**src/rtl/lrupr_pkg.sv**
```systemverilog
// Shared sizes, constants and cell interface structs for the LRU page replacement block.
// Used by lrupr_cell and lru_page_replacement; depends on nothing else.
`default_nettype none

package lrupr_pkg;

   localparam int MAX_FRAME_COUNT = 8;
   localparam int PAGE_BITS       = 16;
   localparam int FRAME_BITS      = (MAX_FRAME_COUNT > 1) ? $clog2(MAX_FRAME_COUNT) : 1;
   localparam int COUNT_BITS      = $clog2(MAX_FRAME_COUNT + 1);
   localparam int CSR_BITS        = 4;
   localparam int FAULT_BITS      = 32;

   // Broadcast from the controller to every cell.
   typedef struct packed {
      logic [PAGE_BITS-1:0]  page;
      logic                  cmp_en;
      logic                  upd_en;
      logic [FRAME_BITS-1:0] upd_frame;
      logic [COUNT_BITS-1:0] upd_limit;
      logic                  wr_tag;
      logic [COUNT_BITS-1:0] filled;
      logic [COUNT_BITS-1:0] count;
   } cmd_type;

   // Running search results handed from one cell to the next.
   typedef struct packed {
      logic                  hit_found;
      logic [FRAME_BITS-1:0] hit_idx;
      logic [FRAME_BITS-1:0] hit_rank;
      logic [FRAME_BITS-1:0] vict_idx;
      logic [FRAME_BITS-1:0] vict_rank;
      logic [PAGE_BITS-1:0]  vict_tag;
   } chain_type;

endpackage

`default_nettype wire

```
**src/rtl/lrupr_cell.sv**
```systemverilog
// One page frame of the LRU tracker: tag, recency rank and registered tag match.
// Depends on lrupr_pkg for sizes and the cmd_type / chain_type structs.
`default_nettype none

module lrupr_cell (
   input  wire logic                          clock,
   input  wire logic                          reset,
   input  wire logic [lrupr_pkg::FRAME_BITS-1:0] cell_idx,
   input  wire lrupr_pkg::cmd_type            cmd,
   input  wire lrupr_pkg::chain_type          chain_in,
   output lrupr_pkg::chain_type               chain_out
);
   import lrupr_pkg::*;

   logic [PAGE_BITS-1:0]  tag_ff, tag_in;
   logic [FRAME_BITS-1:0] rank_ff, rank_in;
   logic                  match_ff, match_in;
   logic                  filled_cell;
   logic                  in_count;
   logic [COUNT_BITS-1:0] idx_ext;

   assign idx_ext     = COUNT_BITS'(cell_idx);
   assign filled_cell = (idx_ext < cmd.filled);
   assign in_count    = (idx_ext < cmd.count);

   // Pass the search along: first matching filled frame, oldest frame within the count.
   always_comb begin
      chain_out = chain_in;
      if (!chain_in.hit_found && match_ff && filled_cell) begin
         chain_out.hit_found = 1'b1;
         chain_out.hit_idx   = cell_idx;
         chain_out.hit_rank  = rank_ff;
      end
      if (in_count && (rank_ff > chain_in.vict_rank || cell_idx == '0)) begin
         chain_out.vict_idx  = cell_idx;
         chain_out.vict_rank = rank_ff;
         chain_out.vict_tag  = tag_ff;
      end
   end

   always_comb begin
      tag_in   = tag_ff;
      rank_in  = rank_ff;
      match_in = match_ff;
      if (cmd.cmp_en) begin
         match_in = (tag_ff == cmd.page);
      end
      if (cmd.upd_en) begin
         if (cmd.upd_frame == cell_idx) begin
            rank_in = '0;
            if (cmd.wr_tag) begin
               tag_in = cmd.page;
            end
         end else if (filled_cell && (COUNT_BITS'(rank_ff) < cmd.upd_limit)) begin
            // age frames younger than the touched one
            rank_in = rank_ff + FRAME_BITS'(1);
         end
      end
   end

   always_ff @(posedge clock) begin
      if (reset) begin
         rank_ff <= '0;
      end else begin
         rank_ff <= rank_in;
      end
      tag_ff   <= tag_in;
      match_ff <= match_in;
   end

endmodule

`default_nettype wire

```
**src/rtl/lru_page_replacement.sv**
```systemverilog
// Top level of the fully associative LRU page replacement tracker: controller and cell row.
// Depends on lrupr_pkg and lrupr_cell.
//
//   channel   ports                          handshake
//   -------   -----------------------------  ------------------------------------
//   request   start, busy, req_page          item taken when start & !busy
//   response  rsp_valid, rsp_*               one-cycle strobe, no backpressure
//   csr       csr_valid, csr_ready, csr_wdata write when csr_valid & csr_ready
//
// For each item, the accept edge loads the page and registers the tag compare in
// every cell; the next edge runs the hit and victim search along the cell row,
// writes the tag on a miss, updates the ranks, and loads the response registers.
// busy is high for the one cycle between those edges; a new item may start the
// cycle after, while the response strobe is up.
// Reset clears ranks, filled count, fault count and sets the frame count to its maximum.
`default_nettype none

module lru_page_replacement (
   input  wire logic                             clock,
   input  wire logic                             reset,
   input  wire logic                             start,
   output logic                                  busy,
   input  wire logic [lrupr_pkg::PAGE_BITS-1:0]  req_page,
   output logic                                  rsp_valid,
   output logic                                  rsp_hit,
   output logic [lrupr_pkg::FRAME_BITS-1:0]      rsp_frame,
   output logic                                  rsp_evicted_valid,
   output logic [lrupr_pkg::PAGE_BITS-1:0]       rsp_evicted_page,
   output logic [lrupr_pkg::FAULT_BITS-1:0]      rsp_fault_total,
   input  wire logic                             csr_valid,
   output logic                                  csr_ready,
   input  wire logic [lrupr_pkg::CSR_BITS-1:0]   csr_wdata
);
   import lrupr_pkg::*;

   typedef enum logic {ST_IDLE, ST_EXEC} state_type;

   state_type             state_ff;
   logic [PAGE_BITS-1:0]  page_ff;
   logic [COUNT_BITS-1:0] count_ff, count_in;
   logic [COUNT_BITS-1:0] filled_ff;
   logic [FAULT_BITS-1:0] fault_ff;

   logic                  rsp_valid_ff, rsp_hit_ff, rsp_ev_valid_ff;
   logic [FRAME_BITS-1:0] rsp_frame_ff;
   logic [PAGE_BITS-1:0]  rsp_ev_page_ff;

   cmd_type               cmd;
   chain_type             chain [MAX_FRAME_COUNT+1];
   chain_type             chain_end;
   logic                  accept;
   logic                  exec;
   logic                  fill;
   logic                  evict;
   logic [FRAME_BITS-1:0] sel_frame;
   logic [FAULT_BITS-1:0] fault_in;

   assign accept    = start && (state_ff == ST_IDLE);
   assign exec      = (state_ff == ST_EXEC);
   assign chain[0]  = '0;
   assign chain_end = chain[MAX_FRAME_COUNT];

   genvar g;
   generate
      for (g = 0; g < MAX_FRAME_COUNT; g++) begin : g_cell
         lrupr_cell u_cell (
            .clock     (clock),
            .reset     (reset),
            .cell_idx  (FRAME_BITS'(g)),
            .cmd       (cmd),
            .chain_in  (chain[g]),
            .chain_out (chain[g+1])
         );
      end
   endgenerate

   always_comb begin
      fill  = !chain_end.hit_found && (filled_ff < count_ff);
      evict = !chain_end.hit_found && !fill;
      if (chain_end.hit_found) begin
         sel_frame = chain_end.hit_idx;
      end else if (fill) begin
         sel_frame = filled_ff[FRAME_BITS-1:0];
      end else begin
         sel_frame = chain_end.vict_idx;
      end

      cmd.page      = exec ? page_ff : req_page;
      cmd.cmp_en    = accept;
      cmd.upd_en    = exec;
      cmd.upd_frame = sel_frame;
      cmd.wr_tag    = !chain_end.hit_found;
      cmd.filled    = filled_ff;
      cmd.count     = count_ff;
      if (chain_end.hit_found) begin
         cmd.upd_limit = COUNT_BITS'(chain_end.hit_rank);
      end else if (fill) begin
         cmd.upd_limit = COUNT_BITS'(MAX_FRAME_COUNT);
      end else begin
         cmd.upd_limit = COUNT_BITS'(chain_end.vict_rank);
      end

      fault_in = fault_ff;
      if (!chain_end.hit_found && (fault_ff != '1)) begin
         fault_in = fault_ff + FAULT_BITS'(1);
      end

      // clamp the frame count into 1..MAX_FRAME_COUNT
      if (csr_wdata == '0) begin
         count_in = COUNT_BITS'(1);
      end else if (32'(csr_wdata) > 32'(MAX_FRAME_COUNT)) begin
         count_in = COUNT_BITS'(MAX_FRAME_COUNT);
      end else begin
         count_in = COUNT_BITS'(csr_wdata);
      end
   end

   always_ff @(posedge clock) begin
      if (reset) begin
         state_ff     <= ST_IDLE;
         count_ff     <= COUNT_BITS'(MAX_FRAME_COUNT);
         filled_ff    <= '0;
         fault_ff     <= '0;
         rsp_valid_ff <= 1'b0;
      end else begin
         rsp_valid_ff <= 1'b0;
         if (csr_valid && csr_ready) begin
            count_ff <= count_in;
         end
         unique case (state_ff)
            ST_IDLE: begin
               if (start) begin
                  state_ff <= ST_EXEC;
               end
            end
            ST_EXEC: begin
               state_ff     <= ST_IDLE;
               rsp_valid_ff <= 1'b1;
               fault_ff     <= fault_in;
               if (fill) begin
                  filled_ff <= filled_ff + COUNT_BITS'(1);
               end
            end
            default: begin
               state_ff <= ST_IDLE;
            end
         endcase
      end
      if (accept) begin
         page_ff <= req_page;
      end
      if (exec) begin
         rsp_hit_ff      <= chain_end.hit_found;
         rsp_frame_ff    <= sel_frame;
         rsp_ev_valid_ff <= evict;
         rsp_ev_page_ff  <= evict ? chain_end.vict_tag : '0;
      end
   end

   assign busy              = exec;
   assign csr_ready         = !exec;
   assign rsp_valid         = rsp_valid_ff;
   assign rsp_hit           = rsp_hit_ff;
   assign rsp_frame         = rsp_frame_ff;
   assign rsp_evicted_valid = rsp_ev_valid_ff;
   assign rsp_evicted_page  = rsp_ev_page_ff;
   assign rsp_fault_total   = fault_ff;

   a_exec_gives_rsp: assert property (@(posedge clock) disable iff (reset)
      exec |=> rsp_valid)
      else $error("execute cycle produced no response");

   a_rsp_after_exec: assert property (@(posedge clock) disable iff (reset)
      rsp_valid |-> $past(exec))
      else $error("response strobe without an execute cycle");

   a_hit_no_evict: assert property (@(posedge clock) disable iff (reset)
      (rsp_valid && rsp_hit) |-> !rsp_evicted_valid)
      else $error("hit reported an eviction");

   a_fault_counted: assert property (@(posedge clock) disable iff (reset)
      (rsp_valid && !rsp_hit) |-> (rsp_fault_total != '0))
      else $error("fault with zero fault total");

   a_filled_bound: assert property (@(posedge clock) disable iff (reset)
      32'(filled_ff) <= 32'(MAX_FRAME_COUNT))
      else $error("filled frame count out of range");

endmodule

`default_nettype wire
```
**config.mk**
```make
export PLATFORM = sky130hd
export DESIGN_NAME = lru_page_replacement
export DESIGN_NICKNAME = d
export VERILOG_FILES = /design/src/rtl/lrupr_pkg.sv /design/src/rtl/lrupr_cell.sv /design/src/rtl/lru_page_replacement.sv
export SDC_FILE = /design/constraint.sdc
export NUM_CORES = 1
export LEC_CHECK = 0
export BUFFER_PORTS_ARGS = -buffer_cell sky130_fd_sc_hd__buf_4
export CAP_MARGIN = 5
export CELL_PAD_IN_SITES_DETAIL_PLACEMENT = 2
export CELL_PAD_IN_SITES_GLOBAL_PLACEMENT = 2
export CORE_ASPECT_RATIO = 0.5
export CORE_MARGIN = 2
export CORE_UTILIZATION = 40
export CTS_BUF_LIST = sky130_fd_sc_hd__clkbuf_8 sky130_fd_sc_hd__clkbuf_16
export DETAILED_ROUTE_END_ITERATION = 6
export PLACE_DENSITY_LB_ADDON = 0.2
export SYNTH_ARGS = -nofsm -noshare
export SYNTH_HDL_FRONTEND = slang
export SYNTH_SLANG_ARGS = --single-unit
```
**constraint.sdc**
```tcl
create_clock -name clock -period 40.8 [get_ports clock]
set_clock_uncertainty 0.2 [all_clocks]
set_input_delay 4.08 -clock clock [delete_from_list [all_inputs] [get_ports clock]]
set_output_delay 4.08 -clock clock [all_outputs]
set_load 0.02 [all_outputs]
```
==> flow_summary.yaml, run 1 <==
detailed_routing:
  vias: 11054
  drt_iter0_drc: 1090
  vias_per_cell: 6.17
  drtAntennaViolNets: 0
  drc: 0
  firstDrtPassIters: 5
  routed_wl_um: 52600
  wl_per_cell_um: 29.4
worst_setup_path:
  cp_common_cell: "ha_1"
  crit_required_ns: 40.79
  crit_path_max_fanout: 39
  path_class: "flip-flop to flip-flop"
  startpoint_type: "flip-flop"
  r2r_slack_ns: 24.17
  end_kind: "flip-flop"
  cp-endpoint: "g_cell[5].u_cell.tag_ff[0]"
  rr_startpoint: "count_ff[0]"
  rr_endpoint: "g_cell[5].u_cell.tag_ff[0]"
  worstSetupStartpoint: "count_ff[0]"
  max_stage_delay_ns: 0.95
  crit_slowest_cell: "a31oi_4"
  worstRegToRegCells: 56
  cp.arrival_ns: 16.62
final_layout:
  antenna_cells_inserted: 0
  fin_cells: 1792
  nets: 1402
  most-common-layout-cells: "edfxtp_1 (173), xor2_1 (157), nand2_1 (129), buf_4 (107), a21oi_1 (84)"
  utilization: 0.478
  post-route-cell-area_sq_um: 15300
  synthToLayoutAreaGrowth_pct: 16.5
  final_common_cell: "edfxtp_1"
  drive_gt1_frac: 0.157
power:
  p_leak_uw: 0.00551
  power.density_nw_per_um2: 41.3
  peakVddDrop_v: 0.0000469
placed_design:
  place_area_sq_um: 14300
  dp_cells: 1745
  port_buffers: 79
  gp_congestion: 0.921
  dpl.hpwl_um: 37300
clock_network:
  cts-buffers-inserted: 25
  cts.path.max_buffers: 3
  post_cts_buffers: 0
  holdBufCountCts: 0
  root_buffer: "clkbuf_16"
  tritoncts: "yes"
  clk_pin_slew_ns: 0.07
  htreeDepth: 1
  cts_resized: 0
  clock_latency_ns: 0.59
  clock-sinks: 239
timing:
  worst_slew_pin_slew_ns: 1.30
  finalHoldViolCount: 0
  slew_headroom: 0.118
  timing.fmax_ghz: 0.0601
  slew_violations: 0
  setup_viol: 0
  fin_tns_setup_ns: 0
  rsz0062_at_grt: "no"
  final.min_clock_period_ns: 16.63
  fin_crit_sh: 0.408
floorplan:
  coreArea_sq_um: 32000
  start_util: 0.410
  num_io_pins: 80
  die_area_sq_um: 34400
  fp-row-count: 46
  fp.dieW_um: 260
  die_h_um: 132
global_route:
  overflow: 0
  grtUsageMet2: 0.496
  antenna_found_initial: 0
  grt_use_met3: 0.0575
  grt_usage: 0.305
  grt_max_degree: 53
  grt_pass1_vias: 11837
  grt.met1_usage: 0.407
  grt_first_pass_wirelength_um: 77600
  grt.busiest_layer: "met2"
min_path:
  hp-start: "rsp_fault_total[6]"
  worst_hold_path_type: "flip-flop to flip-flop"
yosys:
  synth_area_per_cell_sq_um: 10.4
  syn_inst: 1259
  syn_area_sq_um: 13100
  yosysTopAreaCell: "edfxtp_1"
  seq_area_frac_synth: 0.497
  synth-seq-cells: 239
  yosysWarnings: 0
  yosys.area.top_type_share: 0.396
  synth_edf_count: 173
  synthFlopType: "edfxtp_1"
  synth_cell_type_count: 90
  async_flop_share: 0
  synthTopCellsByArea: "edfxtp_1 (40%), xor2_1 (10%), dfxtp_1 (10%)"
  synthesis.nets: 1319
flow_run:
  cap_violations: 0
status:
  outcome: "finished clean"
[per-stage QoR]
stage	total power, uW	hold slack [ns]	worst slack, ns
after CTS	633	0.317	23.86
after detailed placement	370	0.306	23.99
after global routing	648	0.350	22.99
after global placement	365	0.288	25.37
final	631	0.315	24.17
after floorplan	328	0.275	27.72
[layout make-up]
| class | instances | area (sq um) |
|---|---|---|
| fillers | 3336 | 16700 |
| flip-flops and latches | 239 | 6520 |
| multi-input cells | 917 | 6290 |
| repair buffers | 109 | 826 |
| clock buffers | 29 | 692 |
| well taps | 432 | 541 |
| clock inverters | 16 | 225 |
| inverters | 50 | 200 |
[power breakdown]
group          internal (uW)  switching [uW]
Clock                    154             110
Combinational           27.9            68.3
Sequential               267            3.97
Total                    449             182
[flip-flops by register name, summed over array words and instances, names as in the netlist]
| signal | flops |
|---|---|
| g_cell.u_cell.tag_ff | 128 |
| rsp_fault_total | 32 |
| g_cell.u_cell.rank_ff | 24 |
| page_ff | 16 |
| rsp_evicted_page | 16 |
| g_cell.u_cell.match_ff | 8 |
| count_ff | 4 |
| filled_ff | 4 |
| rsp_frame | 3 |
| busy | 1 |
| rsp_evicted_valid | 1 |
| rsp_hit | 1 |
| rsp_valid | 1 |
[cell usage after synthesis, drive strengths merged, types with 11 or more instances]
| cell | number |
|---|---|
| a211oi | 18 |
| a21oi | 85 |
| a31oi | 11 |
| and2 | 14 |
| and3 | 13 |
| buf | 11 |
| clkbuf | 42 |
| dfxtp | 66 |
| edfxtp | 173 |
| ha | 36 |
| inv | 48 |
| mux2i | 18 |
| nand2 | 130 |
| nand3 | 44 |
| nand4 | 46 |
| nor2 | 77 |
| nor3 | 12 |
| nor4 | 11 |
| o211ai | 60 |
| o21ai | 54 |
| xor2 | 157 |
[kinds of logic after synthesis]
| group | share of synthesized area |
|---|---|
| buf+inv | 0.0332 |
| compound gates | 0.163 |
| flops | 0.497 |
| fa+ha+maj | 0.0359 |
| mux | 0.0203 |
| simple gates | 0.140 |
| xor+xnor | 0.111 |
[critical path: cells and delay by family (launching register included)]
family / cells / cell delay (ns)
adder cells (fa/ha/maj): 7 / 2.02
buffers and inverters: 7 / 1.81
AND/OR/NAND/NOR: 17 / 5.10
multiplexers: 3 / 1.04
AO/OA/AOI/OAI: 22 / 5.63
flip-flops: 1 / 0.40
[metal layers]
layer / vias to the layer above / part of all wire
met5: - / 0
met4: 0 / 0.038
met3: 116 / 0.074
met2: 464 / 0.46
met1: 5646 / 0.43
li1: 4828 / -
[how the worst min path moves through the flow]
stage / endpoint / slack [ns] / depth (start not counted)
2_1_floorplan: g_cell[7].u_cell.rank_ff[0] / 0.28 / 2
3_3_place_gp: rsp_fault_total[8] / 0.29 / 2
3_5_place_dp: rsp_fault_total[6] / 0.31 / 2
4_1_cts: rsp_fault_total[6] / 0.32 / 2
5_1_grt: g_cell[7].u_cell.rank_ff[0] / 0.35 / 2
6_report: rsp_fault_total[6] / 0.31 / 2
(Power assumes the default switching activity.)
==> run 2: changes to the inputs <==
--- a/config.mk
+++ b/config.mk
@@ -11,7 +11,7 @@
 export CELL_PAD_IN_SITES_GLOBAL_PLACEMENT = 2
 export CORE_ASPECT_RATIO = 0.5
 export CORE_MARGIN = 2
-export CORE_UTILIZATION = 40
+export CORE_UTILIZATION = 37
 export CTS_BUF_LIST = sky130_fd_sc_hd__clkbuf_8 sky130_fd_sc_hd__clkbuf_16
 export DETAILED_ROUTE_END_ITERATION = 6
 export PLACE_DENSITY_LB_ADDON = 0.2
==> constraint.sdc (replaced) <==
create_clock -name clock -period 15.03 [get_ports clock]
set_clock_uncertainty 0.2 [all_clocks]
set_input_delay 1.503 -clock clock [delete_from_list [all_inputs] [get_ports clock]]
set_output_delay 1.503 -clock clock [all_outputs]
set_load 0.02 [all_outputs]
==> run 2 against run 1 <==
  * Sequential power grew to 2.7 times the previous value
  * Core utilization shrank 3.9 points
  * Power grew to 2.5 times the previous value
  * Via count shrank 3.7%
  * First-iteration DRC count shrank 27%
  * Global-route usage shrank 5.4 points
  * Final area shrank 0.43%
  * Clock power grew 140%
  * Clock-buffer cell count shrank 5
  * Critical path depth shrank 1
==> flow_summary.yaml, run 2 (synthesized netlist as in run 1, its figures left out) <==
placed_design:
  dpl_worst_slack_ns: 0.198
  port_buffers: 79
  dp_cells: 1789
  gp_congestion: 0.889
  dpl.hpwl_um: 34500
final_layout:
  most-common-layout-cells: "edfxtp_1 (173), xor2_1 (157), nand2_1 (128), buf_4 (114), a21oi_1 (84)"
  multi_input_area_sq_um: 6250
  regArea_sq_um: 6520
  fin_cells: 1841
  fill_cells: 3671
  largest_register_ff_count: 128
  antenna_cells_inserted: 0
  drive_gt1_frac: 0.149
  final_common_cell: "edfxtp_1"
  synthToLayoutAreaGrowth_pct: 16.0
  nets: 1408
  regMostFlops: "g_cell.u_cell.tag_ff"
worst_setup_path:
  crit_path_max_fanout: 39
  max_stage_delay_ns: 0.74
  r2r_slack_ns: 1.12
  end_kind: "flip-flop"
  crit_slowest_cell: "or4_4"
  cp.arrival_ns: 14.20
  path_class: "flip-flop to flip-flop"
  rr_endpoint: "g_cell[0].u_cell.rank_ff[1]"
  worstRegToRegCells: 55
  rr_startpoint: "count_ff[0]"
  startpoint_type: "flip-flop"
  cp_common_cell: "ha_1"
  crit_required_ns: 15.32
timing:
  rsz0062_at_grt: "no"
  worst_slew_pin_slew_ns: 1.18
  fin_crit_sh: 0.926
  fin_tns_setup_ns: 0
  final.min_clock_period_ns: 13.91
  slew_violations: 0
  timing.fmax_ghz: 0.0719
  fin_ws_ns: 1.12
  slew_headroom: 0.191
  finalHoldViolCount: 0
  setup_viol: 0
global_route:
  grt_usage: 0.251
  grt_max_degree: 53
  overflow: 0
  grt_pass1_vias: 11473
  grt_first_pass_wirelength_um: 70700
  antenna_found_initial: 0
clock_network:
  tritoncts: "yes"
  clock-sinks: 239
  cts-buffers-inserted: 24
  root_buffer: "clkbuf_16"
  cts.path.max_buffers: 3
  htreeDepth: 1
  holdBufCountCts: 0
  clk_pin_slew_ns: 0.07
  clock_latency_ns: 0.57
power:
  power.density_nw_per_um2: 105
  peakVddDrop_v: 0.0000844
  p_leak_uw: 0.00546
floorplan:
  num_io_pins: 80
  die_h_um: 137
  start_util: 0.378
  die_area_sq_um: 37100
  fp-row-count: 48
  coreArea_sq_um: 34700
  fp.dieW_um: 270
min_path:
  hold_depth: 2
  worst_hold_path_type: "flip-flop to flip-flop"
  hp-start: "rsp_fault_total[8]"
  min_to: "rsp_fault_total[8]"
detailed_routing:
  drc: 0
  vias_per_cell: 5.78
  drt_iter0_drc: 796
  vias: 10648
  drtAntennaViolNets: 0
  routed_wl_um: 46700
  firstDrtPassIters: 5
  wl_per_cell_um: 25.4
flow_run:
  cap_violations: 0
status:
  outcome: "finished clean"
==> run 2: cell count changes in the layout (fill, tap and decap cells not counted), moves of 3 or more <==
cell	previous run	this run
mux2i_2	16	3
inv_1	49	52
buf_4	107	114
clkbuf_8	3	0
mux2i_1	2	15
clkinv_1	3	6
==> run 2: per-stage QoR <==
| step | hold WS [ns] | area, sq um | total power [uW] | util |
|---|---|---|---|---|
| CTS | 0.345 | 15100 | 1600 | 0.436 |
| global route | 0.371 | 15200 | 1660 | 0.439 |
| detailed placement | 0.324 | 14400 | 983 | 0.414 |
| floorplan | 0.275 | 13100 | 892 | - |
| finish | 0.332 | 15200 | 1600 | 0.439 |
| global placement | 0.291 | 14400 | 972 | 0.414 |
==> run 2: power by group <==
part / switching, uW / internal (uW) / total [uW]
registers: 10.7 / 725 / 736
clock network: 280 / 344 / 625
logic: 163 / 81.5 / 245
==> run 2: layout make-up <==
| type | count | area share |
|---|---|---|
| inverters | 50 | 0.0134 |
| clock inverters | 20 | 0.0125 |
| clock buffers | 24 | 0.0394 |
| well taps | 475 | 0.0390 |
| repair buffers | 115 | 0.0569 |
| flip-flops and latches | 239 | 0.428 |
| repair inverters | 1 | 0.000329 |
| multi-input cells | 917 | 0.410 |
==> run 2: what timing repair did <==
item | 4_1_cts | 5_1_grt
setup endpoints to repair | 0 | 153
buffers inserted | 0 | 7
gates resized for setup | 0 | 9
==> run 2: how the worst max path moves through the flow <==
| stage | depth (start not counted) | startpoint | endpoint | slack, ns |
|---|---|---|---|---|
| detailed placement | 58 | count_ff[0] | g_cell[3].u_cell.rank_ff[2] | 0.20 |
| floorplan | 61 | count_ff[1] | g_cell[4].u_cell.tag_ff[0] | 1.95 |
| finish | 55 | count_ff[0] | g_cell[0].u_cell.rank_ff[1] | 1.12 |
| CTS | 54 | count_ff[0] | g_cell[3].u_cell.rank_ff[2] | 0.12 |
| global placement | 58 | count_ff[0] | g_cell[3].u_cell.rank_ff[2] | 1.20 |
| global route | 58 | count_ff[0] | g_cell[6].u_cell.rank_ff[2] | 0.13 |
==> run 2: worst max-delay path, delay by kind of cell (launching register included) <==
family	cells	cell delay, ns
and+or+nand+nor	13	3.03
AOI/OAI and AO/OA	27	5.30
DFF	1	0.41
buffers and inverters	4	1.29
adders and majority gates	8	2.49
muxes	3	1.05
==> run 2: routing by layer <==
metal,track usage,routed length [um],up-vias
met1,0.325,20800,5498
met3,0.0342,2020,66
li1,-,-,4840
met2,0.448,22900,244
met4,0.0580,979,0
met5,0,0,-
==> run 3: changes to the inputs <==
--- a/config.mk
+++ b/config.mk
@@ -7,14 +7,13 @@
 export LEC_CHECK = 0
 export BUFFER_PORTS_ARGS = -buffer_cell sky130_fd_sc_hd__buf_4
 export CAP_MARGIN = 5
-export CELL_PAD_IN_SITES_DETAIL_PLACEMENT = 2
-export CELL_PAD_IN_SITES_GLOBAL_PLACEMENT = 2
 export CORE_ASPECT_RATIO = 0.5
 export CORE_MARGIN = 2
-export CORE_UTILIZATION = 37
+export CORE_UTILIZATION = 40
 export CTS_BUF_LIST = sky130_fd_sc_hd__clkbuf_8 sky130_fd_sc_hd__clkbuf_16
 export DETAILED_ROUTE_END_ITERATION = 6
-export PLACE_DENSITY_LB_ADDON = 0.2
+export GPL_ROUTABILITY_DRIVEN = 0
+export PLACE_DENSITY = 0.58
 export SYNTH_ARGS = -nofsm -noshare
 export SYNTH_HDL_FRONTEND = slang
 export SYNTH_SLANG_ARGS = --single-unit
==> run 3 against run 2 <==
  * Via count fell by 3.0%
  * Register-to-register slack worse by 0.05 ns
  * Sequential share of layout area up 0.33 points
  * Power shrank 3.3%
  * Global-route usage shrank 3.8 points
  * Largest power group unchanged
  * Die area is 7.3% lower
  * Critical path depth decreased by 3
  * Sequential power about the same
  * The run now ends with design-rule violations left
  * Non-clock buffer count stayed put
  * Hold slack worse by 0.020 ns
  * Core utilization is 3.4 points higher
  * First-iteration DRC count is 39% higher
==> flow_summary.yaml, run 3 (synthesized netlist as in run 1, its figures left out) <==
status:
  outcome: "complete, but fails checks"
  failed_checks: "design-rule violations"
worst_setup_path:
  cp.arrival_ns: 13.95
  worstSetupStartpoint: "count_ff[0]"
  crit_required_ns: 15.01
  end_kind: "flip-flop"
  startpoint_type: "flip-flop"
  rr_endpoint: "g_cell[0].u_cell.tag_ff[8]"
  cp_common_cell: "ha_1"
  crit_path_max_fanout: 35
  rr_startpoint: "count_ff[0]"
  path_class: "flip-flop to flip-flop"
  worstRegToRegCells: 52
  r2r_slack_ns: 1.06
  max_stage_delay_ns: 0.73
  path_buf_inv: 4
  crit_slowest_cell: "and3_1"
  crit_family: "compound AO/OA/AOI/OAI gates"
timing:
  worst_slew_pin_slew_ns: 0.968
  timing.fmax_ghz: 0.0716
  finalHoldViolCount: 0
  slew_headroom: 0.349
  final.min_clock_period_ns: 13.97
  fin_crit_sh: 0.929
  setup_viol: 0
  slew_violations: 0
  fin_tns_setup_ns: 0
  rsz0062_at_grt: "no"
final_layout:
  final_common_cell: "edfxtp_1"
  fill_cells: 3006
  largest_register_ff_count: 128
  drive_gt1_frac: 0.144
  regMostFlops: "g_cell.u_cell.tag_ff"
  post-route-cell-area_sq_um: 15100
  most-common-layout-cells: "edfxtp_1 (173), xor2_1 (157), nand2_1 (129), buf_4 (115), a21oi_1 (84)"
  synthToLayoutAreaGrowth_pct: 15.2
  antenna_cells_inserted: 0
  nets: 1407
global_route:
  antenna_found_initial: 0
  grt_pass1_vias: 10134
  overflow: 0
  grt_max_degree: 53
  grt_usage: 0.213
  grt_first_pass_wirelength_um: 57900
clock_network:
  clock-sinks: 239
  tritoncts: "yes"
  cts-buffers-inserted: 24
  clock_latency_ns: 0.55
  root_buffer: "clkbuf_16"
  clk_pin_slew_ns: 0.06
  htreeDepth: 1
  cts.path.max_buffers: 3
detailed_routing:
  routed_wl_um: 37100
  drc: 13
  firstDrtPassIters: 7
  vias: 10326
  wl_per_cell_um: 20.6
  drtAntennaViolNets: 0
  drt_iter0_drc: 1109
  vias_per_cell: 5.75
floorplan:
  start_util: 0.410
  fp-row-count: 46
  fp.dieW_um: 260
  coreArea_sq_um: 32000
  die_area_sq_um: 34400
  die_h_um: 132
  num_io_pins: 80
placed_design:
  dpl.hpwl_um: 27300
  port_buffers: 79
  place_area_sq_um: 14300
min_path:
  hold_depth: 2
  hp-start: "rsp_fault_total[6]"
  worst_hold_path_type: "flip-flop to flip-flop"
  min_to: "rsp_fault_total[6]"
flow_run:
  cap_violations: 0
power:
  p_leak_uw: 0.00546
  peakVddDrop_v: 0.0000553
  power.density_nw_per_um2: 103
run 3: repair_timing:
item / in CTS / in global routing
hold buffers: 0 / 0
resized for setup: 0 / 1
setup buffers: 0 / 2
setup endpoints to repair: 0 / 71
run 3: cell type report:
type                    count  area, sq um  area share
inverters                  50          204      0.0135
clock buffers              24          601      0.0397
multi-input cells         917         6210       0.411
repair buffers            115          863      0.0571
flip-flops and latches    239         6520       0.431
clock inverters            20          171      0.0113
well taps                 432          541      0.0358
run 3: worst max path at each step:
| stage | endpoint | slack [ns] | cells past startpoint |
|---|---|---|---|
| 2_1_floorplan | g_cell[4].u_cell.tag_ff[0] | 1.95 | 61 |
| 3_3_place_gp | g_cell[6].u_cell.rank_ff[2] | 1.52 | 56 |
| 3_5_place_dp | g_cell[1].u_cell.rank_ff[2] | 1.00 | 56 |
| 4_1_cts | g_cell[1].u_cell.rank_ff[2] | 0.92 | 56 |
| 5_1_grt | g_cell[0].u_cell.tag_ff[15] | 0.22 | 52 |
| 6_report | g_cell[0].u_cell.tag_ff[8] | 1.06 | 52 |
run 3: stage by stage:
| step | utilization | worst slack [ns] | hold slack (ns) | total power, uW | cells |
|---|---|---|---|---|---|
| floorplan | - | 1.95 | 0.275 | 892 | 1259 |
| global placement | 0.447 | 1.52 | 0.294 | 966 | 1751 |
| detailed placement | 0.447 | 1.00 | 0.302 | 968 | 1751 |
| CTS | 0.472 | 0.915 | 0.310 | 1560 | 1795 |
| global route | 0.472 | 0.223 | 0.351 | 1610 | 1797 |
| finish | 0.472 | 1.06 | 0.312 | 1550 | 1797 |
run 3: worst reg2reg max path, delay by kind of cell, from the launching register on:
family	cells	cell delay [ns]
AO/OA/AOI/OAI	21	4.54
adder cells (fa/ha/maj)	7	2.14
buffers and inverters	4	0.82
flip-flops	1	0.40
multiplexers	3	1.04
AND/OR/NAND/NOR	17	4.48
run 3: per-layer routing:
| layer | GRT usage | vias to the layer above | share of wire |
|---|---|---|---|
| li1 | - | 4842 | - |
| met1 | 0.297 | 5043 | 0.45 |
| met2 | 0.346 | 366 | 0.46 |
| met3 | 0.0365 | 75 | 0.070 |
| met4 | 0.0498 | 0 | 0.024 |
| met5 | 0 | - | 0 |
run 3: report_power, final:
part	internal, uW	leakage, uW	switching, uW
sequential	725	0.00212	9.66
combinational	76.8	0.00293	147
clock	329	0.000399	265
